===== config.mk =====
export PLATFORM = sky130hd
export DESIGN_NAME = source_text_tokenizer_unit
export DESIGN_NICKNAME = d
export VERILOG_FILES = /design/src/rtl/stt_pkg.sv /design/src/rtl/stt_step.sv /design/src/rtl/stt_result_fifo.sv /design/src/rtl/source_text_tokenizer_unit.sv
export SDC_FILE = /design/constraint.sdc
export NUM_CORES = 1
export LEC_CHECK = 0
export ABC_CLOCK_PERIOD_IN_PS = 4900
export BUFFER_PORTS_ARGS = -buffer_cell sky130_fd_sc_hd__buf_2
export CAP_MARGIN = 20
export CORE_ASPECT_RATIO = 0.9
export CORE_MARGIN = 2
export CORE_UTILIZATION = 55
export CTS_CLUSTER_SIZE = 40
export DETAILED_ROUTE_END_ITERATION = 7
export GPL_TIMING_DRIVEN = 0
export HOLD_SLACK_MARGIN = 0.08
export PLACE_DENSITY = 0.71
export SYNTH_ARGS = -nofsm -noshare
export SYNTH_HDL_FRONTEND = slang
export SYNTH_SLANG_ARGS = --single-unit

===== constraint.sdc =====
create_clock -name clock -period 4.9 [get_ports clock]
set_clock_uncertainty 0.05 [all_clocks]
set_input_delay 0.245 -clock clock [delete_from_list [all_inputs] [get_ports clock]]
set_output_delay 0.245 -clock clock [all_outputs]
set_load 0.1 [all_outputs]

===== src/rtl/stt_pkg.sv =====
`default_nettype none
// ----------------------------------------------------------------------------
// stt_pkg: shared types and tables of the source text tokenizer
// Scan states, token kinds, character classes, operator and delimiter codes
// and the keyword table.
// ----------------------------------------------------------------------------
package stt_pkg;

   localparam int LINE_BITS  = 16;
   localparam int COL_BITS   = 16;
   localparam int LEN_BITS   = 16;
   localparam int MAX_RES    = 3;
   localparam int FIFO_DEPTH = 4;
   localparam int PTR_BITS   = $clog2(FIFO_DEPTH);
   localparam int CNT_BITS   = PTR_BITS + 1;
   localparam int NUM_KW     = 7;
   localparam int KW_MAX     = 6;

   typedef enum logic [2:0] {
      SCAN_IDLE,
      SCAN_INT,
      SCAN_DOT,
      SCAN_FRAC,
      SCAN_IDENT,
      SCAN_OP
   } scan_type;

   typedef enum logic [2:0] {
      KIND_NUMBER,
      KIND_DELIM,
      KIND_OP,
      KIND_KEYWORD,
      KIND_IDENT,
      KIND_UNKNOWN
   } kind_type;

   // byte codes
   localparam logic [7:0] CH_LF    = 8'h0A;
   localparam logic [7:0] CH_DOT   = 8'h2E;
   localparam logic [7:0] CH_BANG  = 8'h21;
   localparam logic [7:0] CH_PCT   = 8'h25;
   localparam logic [7:0] CH_EQ    = 8'h3D;
   localparam logic [7:0] CH_LT    = 8'h3C;
   localparam logic [7:0] CH_GT    = 8'h3E;
   localparam logic [7:0] CH_STAR  = 8'h2A;
   localparam logic [7:0] CH_SLASH = 8'h2F;
   localparam logic [7:0] CH_PLUS  = 8'h2B;
   localparam logic [7:0] CH_MINUS = 8'h2D;

   // operator codes
   localparam logic [7:0] OP_EQ_EQ    = 8'd0;
   localparam logic [7:0] OP_NE       = 8'd1;
   localparam logic [7:0] OP_LE       = 8'd2;
   localparam logic [7:0] OP_GE       = 8'd3;
   localparam logic [7:0] OP_POW      = 8'd4;
   localparam logic [7:0] OP_FLOORDIV = 8'd5;
   localparam logic [7:0] OP_ADD_EQ   = 8'd6;
   localparam logic [7:0] OP_SUB_EQ   = 8'd7;
   localparam logic [7:0] OP_MUL_EQ   = 8'd8;
   localparam logic [7:0] OP_DIV_EQ   = 8'd9;
   localparam logic [7:0] OP_ADD      = 8'd10;
   localparam logic [7:0] OP_SUB      = 8'd11;
   localparam logic [7:0] OP_MUL      = 8'd12;
   localparam logic [7:0] OP_DIV      = 8'd13;
   localparam logic [7:0] OP_MOD      = 8'd14;
   localparam logic [7:0] OP_ASSIGN   = 8'd15;
   localparam logic [7:0] OP_LT       = 8'd16;
   localparam logic [7:0] OP_GT       = 8'd17;

   // delimiter codes
   localparam logic [7:0] DL_LBRACE = 8'd0;
   localparam logic [7:0] DL_RBRACE = 8'd1;
   localparam logic [7:0] DL_LPAREN = 8'd2;
   localparam logic [7:0] DL_RPAREN = 8'd3;
   localparam logic [7:0] DL_LBRACK = 8'd4;
   localparam logic [7:0] DL_RBRACK = 8'd5;
   localparam logic [7:0] DL_COLON  = 8'd6;
   localparam logic [7:0] DL_DQUOTE = 8'd7;
   localparam logic [7:0] DL_SQUOTE = 8'd8;

   localparam logic [7:0] DETAIL_NONE = 8'd0;
   localparam logic [7:0] DETAIL_FRAC = 8'd1;

   // if elif else for while def return
   localparam logic [7:0] KW_TEXT [0:NUM_KW-1][0:KW_MAX-1] = '{
      '{"i", "f", 8'h00, 8'h00, 8'h00, 8'h00},
      '{"e", "l", "i", "f", 8'h00, 8'h00},
      '{"e", "l", "s", "e", 8'h00, 8'h00},
      '{"f", "o", "r", 8'h00, 8'h00, 8'h00},
      '{"w", "h", "i", "l", "e", 8'h00},
      '{"d", "e", "f", 8'h00, 8'h00, 8'h00},
      '{"r", "e", "t", "u", "r", "n"}
   };
   localparam logic [2:0] KW_LEN [0:NUM_KW-1] = '{
      3'd2, 3'd4, 3'd4, 3'd3, 3'd5, 3'd3, 3'd6
   };

   typedef struct packed {
      logic       hit;
      logic [7:0] code;
   } match_type;

   typedef struct packed {
      kind_type        kind;
      logic [7:0]      detail;
      logic [15:0]     line;
      logic [15:0]     column;
      logic [15:0]     length;
      logic            last;
   } token_type;

   typedef struct packed {
      scan_type                scan;
      logic [7:0]              pending_op;
      logic [NUM_KW-1:0]       kw_live;
      logic [LINE_BITS-1:0]    line;
      logic [COL_BITS-1:0]     col;
      logic [COL_BITS-1:0]     tok_start;
      logic [LEN_BITS-1:0]     tok_len;
   } state_type;

   localparam state_type STATE_RESET = '{
      scan:       SCAN_IDLE,
      pending_op: 8'h00,
      kw_live:    '0,
      line:       LINE_BITS'(1),
      col:        '0,
      tok_start:  '0,
      tok_len:    '0
   };

   function automatic logic is_digit(input logic [7:0] c);
      return (c >= "0") && (c <= "9");
   endfunction

   function automatic logic is_alpha(input logic [7:0] c);
      return ((c >= "a") && (c <= "z")) || ((c >= "A") && (c <= "Z")) || (c == "_");
   endfunction

   function automatic logic is_space(input logic [7:0] c);
      return ((c >= 8'h09) && (c <= 8'h0D)) || (c == 8'h20);
   endfunction

   function automatic logic is_op_start(input logic [7:0] c);
      return (c == CH_EQ) || (c == CH_BANG) || (c == CH_LT) || (c == CH_GT) ||
             (c == CH_STAR) || (c == CH_SLASH) || (c == CH_PLUS) || (c == CH_MINUS);
   endfunction

   function automatic match_type delim_match(input logic [7:0] c);
      match_type m;
      m.hit = 1'b1;
      unique case (c)
         "{":     m.code = DL_LBRACE;
         "}":     m.code = DL_RBRACE;
         "(":     m.code = DL_LPAREN;
         ")":     m.code = DL_RPAREN;
         "[":     m.code = DL_LBRACK;
         "]":     m.code = DL_RBRACK;
         ":":     m.code = DL_COLON;
         8'h22:   m.code = DL_DQUOTE;
         8'h27:   m.code = DL_SQUOTE;
         default: begin
            m.hit  = 1'b0;
            m.code = 8'h00;
         end
      endcase
      return m;
   endfunction

   function automatic logic [7:0] single_op(input logic [7:0] c);
      logic [7:0] code;
      unique case (c)
         CH_PLUS:  code = OP_ADD;
         CH_MINUS: code = OP_SUB;
         CH_STAR:  code = OP_MUL;
         CH_SLASH: code = OP_DIV;
         CH_EQ:    code = OP_ASSIGN;
         CH_LT:    code = OP_LT;
         default:  code = OP_GT;
      endcase
      return code;
   endfunction

   function automatic match_type pair_op(input logic [7:0] p, input logic [7:0] c);
      match_type m;
      m.hit  = 1'b0;
      m.code = 8'h00;
      if (c == CH_EQ) begin
         m.hit = 1'b1;
         unique case (p)
            CH_EQ:    m.code = OP_EQ_EQ;
            CH_BANG:  m.code = OP_NE;
            CH_LT:    m.code = OP_LE;
            CH_GT:    m.code = OP_GE;
            CH_PLUS:  m.code = OP_ADD_EQ;
            CH_MINUS: m.code = OP_SUB_EQ;
            CH_STAR:  m.code = OP_MUL_EQ;
            CH_SLASH: m.code = OP_DIV_EQ;
            default:  m.hit  = 1'b0;
         endcase
      end else if ((c == CH_STAR) && (p == CH_STAR)) begin
         m.hit  = 1'b1;
         m.code = OP_POW;
      end else if ((c == CH_SLASH) && (p == CH_SLASH)) begin
         m.hit  = 1'b1;
         m.code = OP_FLOORDIV;
      end
      return m;
   endfunction

   function automatic logic [15:0] clip16(input logic [31:0] v);
      return (v > 32'h0000_FFFF) ? 16'hFFFF : v[15:0];
   endfunction

endpackage

`default_nettype wire


===== src/rtl/stt_step.sv =====
`default_nettype none
// ----------------------------------------------------------------------------
// stt_step: scan step for one source byte
// From the held scan state and one input beat, forms the next scan state and
// the up to three tokens that the byte completes.
// ----------------------------------------------------------------------------
module stt_step
   import stt_pkg::*;
(
   input  state_type                   cur,
   input  logic [7:0]                  ch,
   input  logic                        end_of_text,
   output state_type                   nxt,
   output token_type [MAX_RES-1:0]     res,
   output logic [1:0]                  res_count
);

   function automatic token_type tok(input kind_type kind, input logic [7:0] detail,
                                     input logic [LINE_BITS-1:0] line,
                                     input logic [COL_BITS-1:0] col,
                                     input logic [LEN_BITS-1:0] len);
      token_type t;
      t.kind   = kind;
      t.detail = detail;
      t.line   = clip16(32'(line));
      t.column = clip16(32'(col));
      t.length = clip16(32'(len));
      t.last   = 1'b0;
      return t;
   endfunction

   logic [COL_BITS-1:0]  col_inc;
   logic [LEN_BITS-1:0]  len_inc;
   logic [LEN_BITS-1:0]  len_inc2;
   logic [LINE_BITS-1:0] line_inc;
   logic                 done;
   match_type            pair;
   match_type            delim;
   token_type            pr;
   logic                 pr_v;
   token_type            fl0;
   token_type            fl1;
   logic [1:0]           fl_n;
   token_type            fr;
   logic                 fr_v;
   logic                 kw_found;
   logic [7:0]           kw_code;
   logic [NUM_KW-1:0]    kw_first;
   state_type            step_st;
   state_type            fresh_st;
   token_type [MAX_RES-1:0] raw;

   assign col_inc  = (cur.col == '1) ? cur.col : cur.col + 1'b1;
   assign len_inc  = (cur.tok_len == '1) ? cur.tok_len : cur.tok_len + 1'b1;
   assign len_inc2 = (cur.tok_len >= {{(LEN_BITS-1){1'b1}}, 1'b0}) ? '1
                                                                   : cur.tok_len + 2'd2;
   assign line_inc = (cur.line == '1) ? cur.line : cur.line + 1'b1;
   assign pair     = pair_op(cur.pending_op, ch);
   assign delim    = delim_match(ch);

   // continue the held token
   always_comb begin
      step_st = cur;
      done    = 1'b0;
      pr      = tok(KIND_OP, pair.code, cur.line, cur.tok_start, LEN_BITS'(2));
      pr_v    = 1'b0;
      unique case (cur.scan)
         SCAN_INT: begin
            if (is_digit(ch)) begin
               step_st.tok_len = len_inc;
               step_st.col     = col_inc;
               done            = 1'b1;
            end else if (ch == CH_DOT) begin
               step_st.scan = SCAN_DOT;
               step_st.col  = col_inc;
               done         = 1'b1;
            end
         end
         SCAN_DOT: begin
            if (is_digit(ch)) begin
               step_st.tok_len = len_inc2;
               step_st.scan    = SCAN_FRAC;
               step_st.col     = col_inc;
               done            = 1'b1;
            end
         end
         SCAN_FRAC: begin
            if (is_digit(ch)) begin
               step_st.tok_len = len_inc;
               step_st.col     = col_inc;
               done            = 1'b1;
            end
         end
         SCAN_IDENT: begin
            if (is_alpha(ch) || is_digit(ch)) begin
               for (int k = 0; k < NUM_KW; k++) begin
                  step_st.kw_live[k] = cur.kw_live[k] &&
                                       (cur.tok_len < LEN_BITS'(KW_LEN[k])) &&
                                       (KW_TEXT[k][cur.tok_len[2:0]] == ch);
               end
               step_st.tok_len = len_inc;
               step_st.col     = col_inc;
               done            = 1'b1;
            end
         end
         SCAN_OP: begin
            if (pair.hit) begin
               pr_v               = 1'b1;
               step_st.scan       = SCAN_IDLE;
               step_st.pending_op = 8'h00;
               step_st.tok_len    = '0;
               step_st.col        = col_inc;
               done               = 1'b1;
            end
         end
         default: ;
      endcase
   end

   // flush the held token
   always_comb begin
      kw_found = 1'b0;
      kw_code  = 8'h00;
      for (int k = 0; k < NUM_KW; k++) begin
         if (!kw_found && cur.kw_live[k] && (cur.tok_len == LEN_BITS'(KW_LEN[k]))) begin
            kw_found = 1'b1;
            kw_code  = 8'(k);
         end
      end
      fl0  = tok(KIND_NUMBER, DETAIL_NONE, cur.line, cur.tok_start, cur.tok_len);
      fl1  = tok(KIND_UNKNOWN, CH_DOT, cur.line, cur.col, LEN_BITS'(1));
      fl_n = 2'd0;
      unique case (cur.scan)
         SCAN_INT:  fl_n = 2'd1;
         SCAN_DOT:  fl_n = 2'd2;
         SCAN_FRAC: begin
            fl0.detail = DETAIL_FRAC;
            fl_n       = 2'd1;
         end
         SCAN_IDENT: begin
            fl0.kind   = kw_found ? KIND_KEYWORD : KIND_IDENT;
            fl0.detail = kw_code;
            fl_n       = 2'd1;
         end
         SCAN_OP: begin
            fl0.length = 16'd1;
            if (cur.pending_op == CH_BANG) begin
               fl0.kind   = KIND_UNKNOWN;
               fl0.detail = CH_BANG;
            end else begin
               fl0.kind   = KIND_OP;
               fl0.detail = single_op(cur.pending_op);
            end
            fl_n = 2'd1;
         end
         default: ;
      endcase
   end

   // start afresh from idle
   always_comb begin
      for (int k = 0; k < NUM_KW; k++) begin
         kw_first[k] = (KW_TEXT[k][0] == ch);
      end
      fresh_st            = cur;
      fresh_st.scan       = SCAN_IDLE;
      fresh_st.pending_op = 8'h00;
      fresh_st.kw_live    = '0;
      fresh_st.tok_len    = '0;
      fr   = tok(KIND_UNKNOWN, ch, cur.line, col_inc, LEN_BITS'(1));
      fr_v = 1'b0;
      if (ch == CH_LF) begin
         fresh_st.line = line_inc;
         fresh_st.col  = '0;
      end else begin
         fresh_st.col = col_inc;
         if (is_space(ch)) begin
         end else if (is_digit(ch)) begin
            fresh_st.scan      = SCAN_INT;
            fresh_st.tok_start = col_inc;
            fresh_st.tok_len   = LEN_BITS'(1);
         end else if (delim.hit) begin
            fr.kind   = KIND_DELIM;
            fr.detail = delim.code;
            fr_v      = 1'b1;
         end else if (ch == CH_PCT) begin
            fr.kind   = KIND_OP;
            fr.detail = OP_MOD;
            fr_v      = 1'b1;
         end else if (is_op_start(ch)) begin
            fresh_st.scan       = SCAN_OP;
            fresh_st.pending_op = ch;
            fresh_st.tok_start  = col_inc;
            fresh_st.tok_len    = LEN_BITS'(1);
         end else if (is_alpha(ch)) begin
            fresh_st.scan      = SCAN_IDENT;
            fresh_st.kw_live   = kw_first;
            fresh_st.tok_start = col_inc;
            fresh_st.tok_len   = LEN_BITS'(1);
         end else begin
            fr_v = 1'b1;
         end
      end
   end

   // pick the token list and next state
   always_comb begin
      raw[0] = fl0;
      raw[1] = fl1;
      raw[2] = fr;
      if (end_of_text) begin
         nxt       = STATE_RESET;
         res_count = fl_n;
      end else if (!done) begin
         nxt       = fresh_st;
         raw[0]    = (fl_n >= 2'd1) ? fl0 : fr;
         raw[1]    = (fl_n >= 2'd2) ? fl1 : fr;
         res_count = 2'(fl_n + {1'b0, fr_v});
      end else begin
         nxt       = step_st;
         raw[0]    = pr;
         res_count = {1'b0, pr_v};
      end
      for (int i = 0; i < MAX_RES; i++) begin
         res[i]      = raw[i];
         res[i].last = (2'(i + 1) == res_count);
      end
   end

endmodule

`default_nettype wire


===== src/rtl/stt_result_fifo.sv =====
`default_nettype none
// ----------------------------------------------------------------------------
// stt_result_fifo: token queue
// Takes a group of up to three tokens in a single push and hands them out one
// beat at a time in order.
// ----------------------------------------------------------------------------
module stt_result_fifo
   import stt_pkg::*;
(
   input  logic                        clock,
   input  logic                        reset,
   input  logic [1:0]                  push_count,
   input  token_type [MAX_RES-1:0]     push_data,
   input  logic                        pop,
   output token_type                   head,
   output logic [CNT_BITS-1:0]         count
);

   token_type           mem_ff [FIFO_DEPTH];
   logic [PTR_BITS-1:0] wr_ptr_ff;
   logic [PTR_BITS-1:0] wr_ptr_in;
   logic [PTR_BITS-1:0] rd_ptr_ff;
   logic [PTR_BITS-1:0] rd_ptr_in;
   logic [CNT_BITS-1:0] count_ff;
   logic [CNT_BITS-1:0] count_in;

   assign wr_ptr_in = wr_ptr_ff + PTR_BITS'(push_count);
   assign rd_ptr_in = rd_ptr_ff + PTR_BITS'(pop);
   assign count_in  = count_ff + CNT_BITS'(push_count) - CNT_BITS'(pop);
   assign head      = mem_ff[rd_ptr_ff];
   assign count     = count_ff;

   always_ff @(posedge clock) begin
      for (int i = 0; i < MAX_RES; i++) begin
         if (2'(i) < push_count) begin
            mem_ff[wr_ptr_ff + PTR_BITS'(i)] <= push_data[i];
         end
      end
   end

   always_ff @(posedge clock) begin
      if (reset) begin
         wr_ptr_ff <= '0;
         rd_ptr_ff <= '0;
         count_ff  <= '0;
      end else begin
         wr_ptr_ff <= wr_ptr_in;
         rd_ptr_ff <= rd_ptr_in;
         count_ff  <= count_in;
      end
   end

endmodule

`default_nettype wire


===== src/rtl/source_text_tokenizer_unit.sv =====
`default_nettype none
// ----------------------------------------------------------------------------
// source_text_tokenizer_unit: streaming lexical tokenizer
// Groups source bytes into number, delimiter, operator, keyword, identifier
// and unknown tokens with line, column and length.
// ----------------------------------------------------------------------------
// One source byte is taken per req beat and scanned in the same cycle; the
// tokens it completes go into a four-entry queue and leave on rsp one beat
// per cycle while rsp_stall is low, the final token of each byte marked by
// rsp_last. A byte is taken whenever the queue holds at most one token, so a
// stream in which every byte completes at most one token runs at one byte per
// cycle with rsp draining; a byte that completes two or three tokens (a
// flushed token followed by a delimiter, a dangling dot) holds req_stall high
// until the queue drains. A beat with req_end_of_text flushes the held token
// and returns the scan state, line and column to their reset values. No
// clearing pass after reset.
module source_text_tokenizer_unit
   import stt_pkg::*;
(
   input  logic        clock,
   input  logic        reset,
   input  logic        req_valid,
   output logic        req_stall,
   input  logic [7:0]  req_ch,
   input  logic        req_end_of_text,
   output logic        rsp_valid,
   input  logic        rsp_stall,
   output logic [2:0]  rsp_kind,
   output logic [7:0]  rsp_detail,
   output logic [15:0] rsp_line_number,
   output logic [15:0] rsp_column,
   output logic [15:0] rsp_length,
   output logic        rsp_last
);

   state_type               state_ff;
   state_type               state_in;
   token_type [MAX_RES-1:0] step_res;
   logic [1:0]              step_count;
   logic [1:0]              push_count;
   logic                    accept;
   logic                    pop;
   token_type               head;
   logic [CNT_BITS-1:0]     queue_count;

   stt_step u_step (
      .cur         (state_ff),
      .ch          (req_ch),
      .end_of_text (req_end_of_text),
      .nxt         (state_in),
      .res         (step_res),
      .res_count   (step_count)
   );

   stt_result_fifo u_queue (
      .clock      (clock),
      .reset      (reset),
      .push_count (push_count),
      .push_data  (step_res),
      .pop        (pop),
      .head       (head),
      .count      (queue_count)
   );

   // hold input while the queue may lack room for a full group
   assign req_stall  = (queue_count > CNT_BITS'(1));
   assign accept     = req_valid && !req_stall;
   assign push_count = accept ? step_count : 2'd0;
   assign rsp_valid  = (queue_count != '0);
   assign pop        = rsp_valid && !rsp_stall;

   assign rsp_kind        = head.kind;
   assign rsp_detail      = head.detail;
   assign rsp_line_number = head.line;
   assign rsp_column      = head.column;
   assign rsp_length      = head.length;
   assign rsp_last        = head.last;

   always_ff @(posedge clock) begin
      if (reset) begin
         state_ff <= STATE_RESET;
      end else if (accept) begin
         state_ff <= state_in;
      end
   end

   a_queue_bound: assert property (@(posedge clock) disable iff (reset)
      queue_count <= CNT_BITS'(FIFO_DEPTH))
      else $error("token queue overfilled");

   a_group_tail: assert property (@(posedge clock) disable iff (reset)
      (queue_count == CNT_BITS'(1)) |-> rsp_last)
      else $error("queue tail token not marked last");

   a_op_pending: assert property (@(posedge clock) disable iff (reset)
      (state_ff.scan == SCAN_OP) |-> (state_ff.pending_op != 8'h00))
      else $error("operator state without pending byte");

   a_eot_restart: assert property (@(posedge clock) disable iff (reset)
      (accept && req_end_of_text) |=>
         ((state_ff.scan == SCAN_IDLE) && (state_ff.line == LINE_BITS'(1)) &&
          (state_ff.col == '0)))
      else $error("end of text did not restart the scan");

endmodule

`default_nettype wire


==> PnR_summary.wiki <==
{| class="wikitable"
! Metric !! Value
|-
| Number of storage elements in the synthesis netlist || 329
|-
| Cell Pwr Density || 461 nW/um^2
|-
| CTS Hold Bufs || 0
|-
| Data arrival, critical path || 4.70 ns
|-
| Clock period minus final worst setup slack || 4.54 ns
|-
| Pin count of the biggest net entering global routing || 36
|-
| Number of global-route vias before repair || 15.9k
|-
| Type of the worst min-delay path || input port to flop
|-
| RSZ-0062 raised after global routing || no
|-
| Required time at the worst-slack endpoint || 5.06 ns
|-
| Clock sink total || 329
|-
| Cell type with the largest total area after synthesis || sky130_fd_sc_hd__edfxtp_1
|-
| Static leakage || 6.78 nW
|-
| Per-instance average area after synthesis || 9.53 um^2
|-
| Final std cells w/o fill || 2497
|-
| Setup bufs post-CTS || 0
|-
| Max H-tree Level || 2
|-
| WL per Instance || 24.2 um
|-
| Total congestion overflow || 0
|-
| First-pass GRT wire length || 92700 um
|-
| DP Wirelength || 43400 um
|-
| Transition at the pin with the smallest max-transition slack || 1.26 ns
|-
| Type of element launching the critical path || input port
|-
| Number of search-and-repair iterations in the first detailed-routing pass || 6
|-
| Number of buffers added by the clock tree synthesis step || 36
|-
| Main area contributors after synthesis || sky130_fd_sc_hd__edfxtp_1 (29%), sky130_fd_sc_hd__dfxtp_1 (17%), sky130_fd_sc_hd__mux4_2 (7.3%), sky130_fd_sc_hd__nand2_1 (5.4%), sky130_fd_sc_hd__a21oi_1 (4.3%)
|-
| Placed standard-cell area || 19400 um^2
|-
| Synthesized Nets || 1968
|-
| # diodes || 0
|-
| Number of max-capacitance violations reported || 0
|-
| GPL Wtd Cong || 1.03
|-
| Post-synth ARST share || 0%
|-
| Setup crit end kind || flop
|-
| Register area share after synthesis || 45.3%
|-
| Portion of synthesized cell area occupied by the leading cell type || 28.7%
|-
| Maximum fanout along the worst path || 35
|-
| Area growth from synthesis to layout || 11.5%
|-
| Gates resized, CTS repair || 0
|-
| Fill cell instance count of the final layout || 2757
|-
| CTS Root Cell || sky130_fd_sc_hd__clkbuf_16
|-
| Height of the chip || 178 um
|-
| Fin worst setup slack || 0.362 ns
|-
| Number of pins with negative max-slew slack in the final report || 0
|-
| Area of the placeable core || 32900 um^2
|-
| Post-synth top flop || sky130_fd_sc_hd__edfxtp_1
|-
| Final period utilization || 92.6%
|-
| Post-synthesis cell type count || 95
|-
| Smallest hold slack || 0.206 ns
|-
| Via density per instance || 6.69
|-
| Total standard cell area after synthesis || 18400 um^2
|-
| DRC marker count from the first detailed-route iteration || 2043
|-
| Max IR drop VDD || 0.338 mV
|-
| Fraction of layout instances using a drive strength above 1 || 13.6%
|-
| Fmax achieved || 220 MHz
|-
| Clock insertion delay at the later pin of the skew report || 0.54 ns
|-
| Area of the die || 35000 um^2
|-
| Placed Instances || 2431
|-
| Remaining routing DRC violations || 0
|-
| Via count of the routed design || 16.7k
|-
| # setup viols final || 0
|-
| Die W || 197 um
|-
| Final antenna-violating net count || 0
|-
| Path type of the worst setup path || input port to flop
|-
| CTS tree || built
|-
| Wirelength, routed || 60500 um
|-
| Post-Syn Instances || 1934
|-
| Post-synth EDFFs || 176
|-
| Slew HR || 16.3%
|-
| Effective utilization at floorplan || 56.0%
|-
| Area of all placed cells without fillers || 20600 um^2
|-
| Yosys warnings || 0
|-
| Number of antenna violations at the first check in global routing || 0
|-
| Clock input transition at the sequential cells of the worst setup and hold paths || 0.06 ns
|-
| Layout Nets || 2082
|-
| Place WS || -0.376 ns
|-
| Ports placed on the boundary || 75
|-
| Total count of hold-check failures in the final report || 0
|-
| PortBufs || 71
|-
| Overall global routing resource usage || 34.6%
|-
| Number of cell rows || 63
|-
| Status || finished, final reports clean
|-
| Largest buffer count on any clock path || 3
|}
[synthesized netlist by cell type, types with 39 or more instances]
library cell and count:
sky130_fd_sc_hd__nand3_1 53, sky130_fd_sc_hd__nor2_1 166, sky130_fd_sc_hd__a21oi_1 159, sky130_fd_sc_hd__nor3_1 45
sky130_fd_sc_hd__clkbuf_1 84, sky130_fd_sc_hd__nand2_1 266, sky130_fd_sc_hd__nor2b_1 59, sky130_fd_sc_hd__buf_2 39
sky130_fd_sc_hd__mux4_2 60, sky130_fd_sc_hd__o21ai_0 84, sky130_fd_sc_hd__edfxtp_1 176, sky130_fd_sc_hd__dfxtp_1 153
[power by group]
| group | total [W] | internal (W) | leakage (nW) | switching, W |
|---|---|---|---|---|
| logic | 0.00360 | 0.000800 | 3.42 | 0.00280 |
| clock network | 0.00260 | 0.00149 | 0.549 | 0.00111 |
| registers | 0.00327 | 0.00318 | 2.81 | 0.0000879 |
| total | 0.00947 | 0.00548 | 6.78 | 0.00400 |
[per-layer routing]
layer,track usage [%],vias up,part of all wire [%]
met3,7.75,166,12
met1,48.3,7973,40
met2,53.3,1133,44
met4,12.6,0,3.6
met5,0,-,0
li1,-,7439,-
[flip-flops by register name, indices dropped and copies added (netlist names)]
name / cells
u_queue.wr_ptr_ff: 2
u_queue.mem_ff: 240
state_ff: 82
u_queue.rd_ptr_ff: 2
u_queue.count: 3
[final timing paths]
path	start	to	slack [ns]	depth (start not counted)
max	req_ch[3]	u_queue.mem_ff[2][24]	0.36	16
min	req_ch[1]	state_ff[69]	0.21	4
max reg2reg	state_ff[79]	u_queue.mem_ff[1][22]	0.44	13
min reg2reg	state_ff[21]	state_ff[21]	0.40	2
[stage by stage]
stage	power, W	util [%]	setup TNS, ns
4_1_cts	0.00943	62.3	0
3_3_place_gp	0.00683	58.6	-187.75
5_1_grt	0.00973	62.4	0
2_1_floorplan	0.00611	-	0
6_report	0.00947	62.4	0
3_5_place_dp	0.00687	58.9	-32.73
[worst max-delay path, cell delays in order]
cell	delay [ns]
sky130_fd_sc_hd__buf_2	0.10
sky130_fd_sc_hd__clkbuf_1	0.36
sky130_fd_sc_hd__clkbuf_1	0.41
sky130_fd_sc_hd__clkbuf_2	0.35
sky130_fd_sc_hd__nor2_1	0.08
sky130_fd_sc_hd__a221oi_1	0.43
sky130_fd_sc_hd__and2_1	0.21
sky130_fd_sc_hd__ha_1	0.13
sky130_fd_sc_hd__nor2b_1	0.15
sky130_fd_sc_hd__xnor2_1	0.14
sky130_fd_sc_hd__nor3_4	0.27
sky130_fd_sc_hd__buf_6	0.20
sky130_fd_sc_hd__nand3_2	0.32
sky130_fd_sc_hd__nand3_1	0.42
sky130_fd_sc_hd__buf_2	0.56
sky130_fd_sc_hd__buf_12	0.30
[layout make-up]
class / count / area, um^2 / share of cell area [%]
Multi-Input combinational cell: 1430 / 9370 / 45.6
Clock buffer: 52 / 1010 / 4.92
Tap cell: 422 / 528 / 2.57
Clock inverter: 13 / 105 / 0.511
Inverter: 31 / 119 / 0.578
Timing Repair Buffer: 76 / 450 / 2.19
Buffer: 144 / 632 / 3.07
Sequential cell: 329 / 8350 / 40.6
[cells in the final DEF (no fill, tap or decap), types with 45 or more instances in the layout]
| cell | synthesis | layout |
|---|---|---|
| sky130_fd_sc_hd__a21oi_1 | 159 | 158 |
| sky130_fd_sc_hd__o21ai_0 | 84 | 84 |
| sky130_fd_sc_hd__nand3_1 | 53 | 53 |
| sky130_fd_sc_hd__dfxtp_1 | 153 | 153 |
| sky130_fd_sc_hd__nor3_1 | 45 | 45 |
| sky130_fd_sc_hd__nor2b_1 | 59 | 59 |
| sky130_fd_sc_hd__buf_2 | 39 | 110 |
| sky130_fd_sc_hd__clkbuf_1 | 84 | 94 |
| sky130_fd_sc_hd__nand2_1 | 266 | 266 |
| sky130_fd_sc_hd__nor2_1 | 166 | 166 |
| sky130_fd_sc_hd__mux4_2 | 60 | 60 |
| sky130_fd_sc_hd__edfxtp_1 | 176 | 176 |
[cells by family (layout without fill, tap and decap cells)]
| group | count (synthesis) | count (layout) | synth area share [%] |
|---|---|---|---|
| multiplexers | 75 | 75 | 8.16 |
| flip-flops | 329 | 329 | 45.3 |
| AO/OA/AOI/OAI | 517 | 517 | 18.4 |
| XOR/XNOR | 54 | 54 | 2.57 |
| adder cells (fa/ha/maj) | 21 | 21 | 1.47 |
| buffers and inverters | 175 | 316 | 4.05 |
| AND/OR/NAND/NOR | 763 | 763 | 20.1 |
No activity file was read; power rests on OpenSTA's default activity.
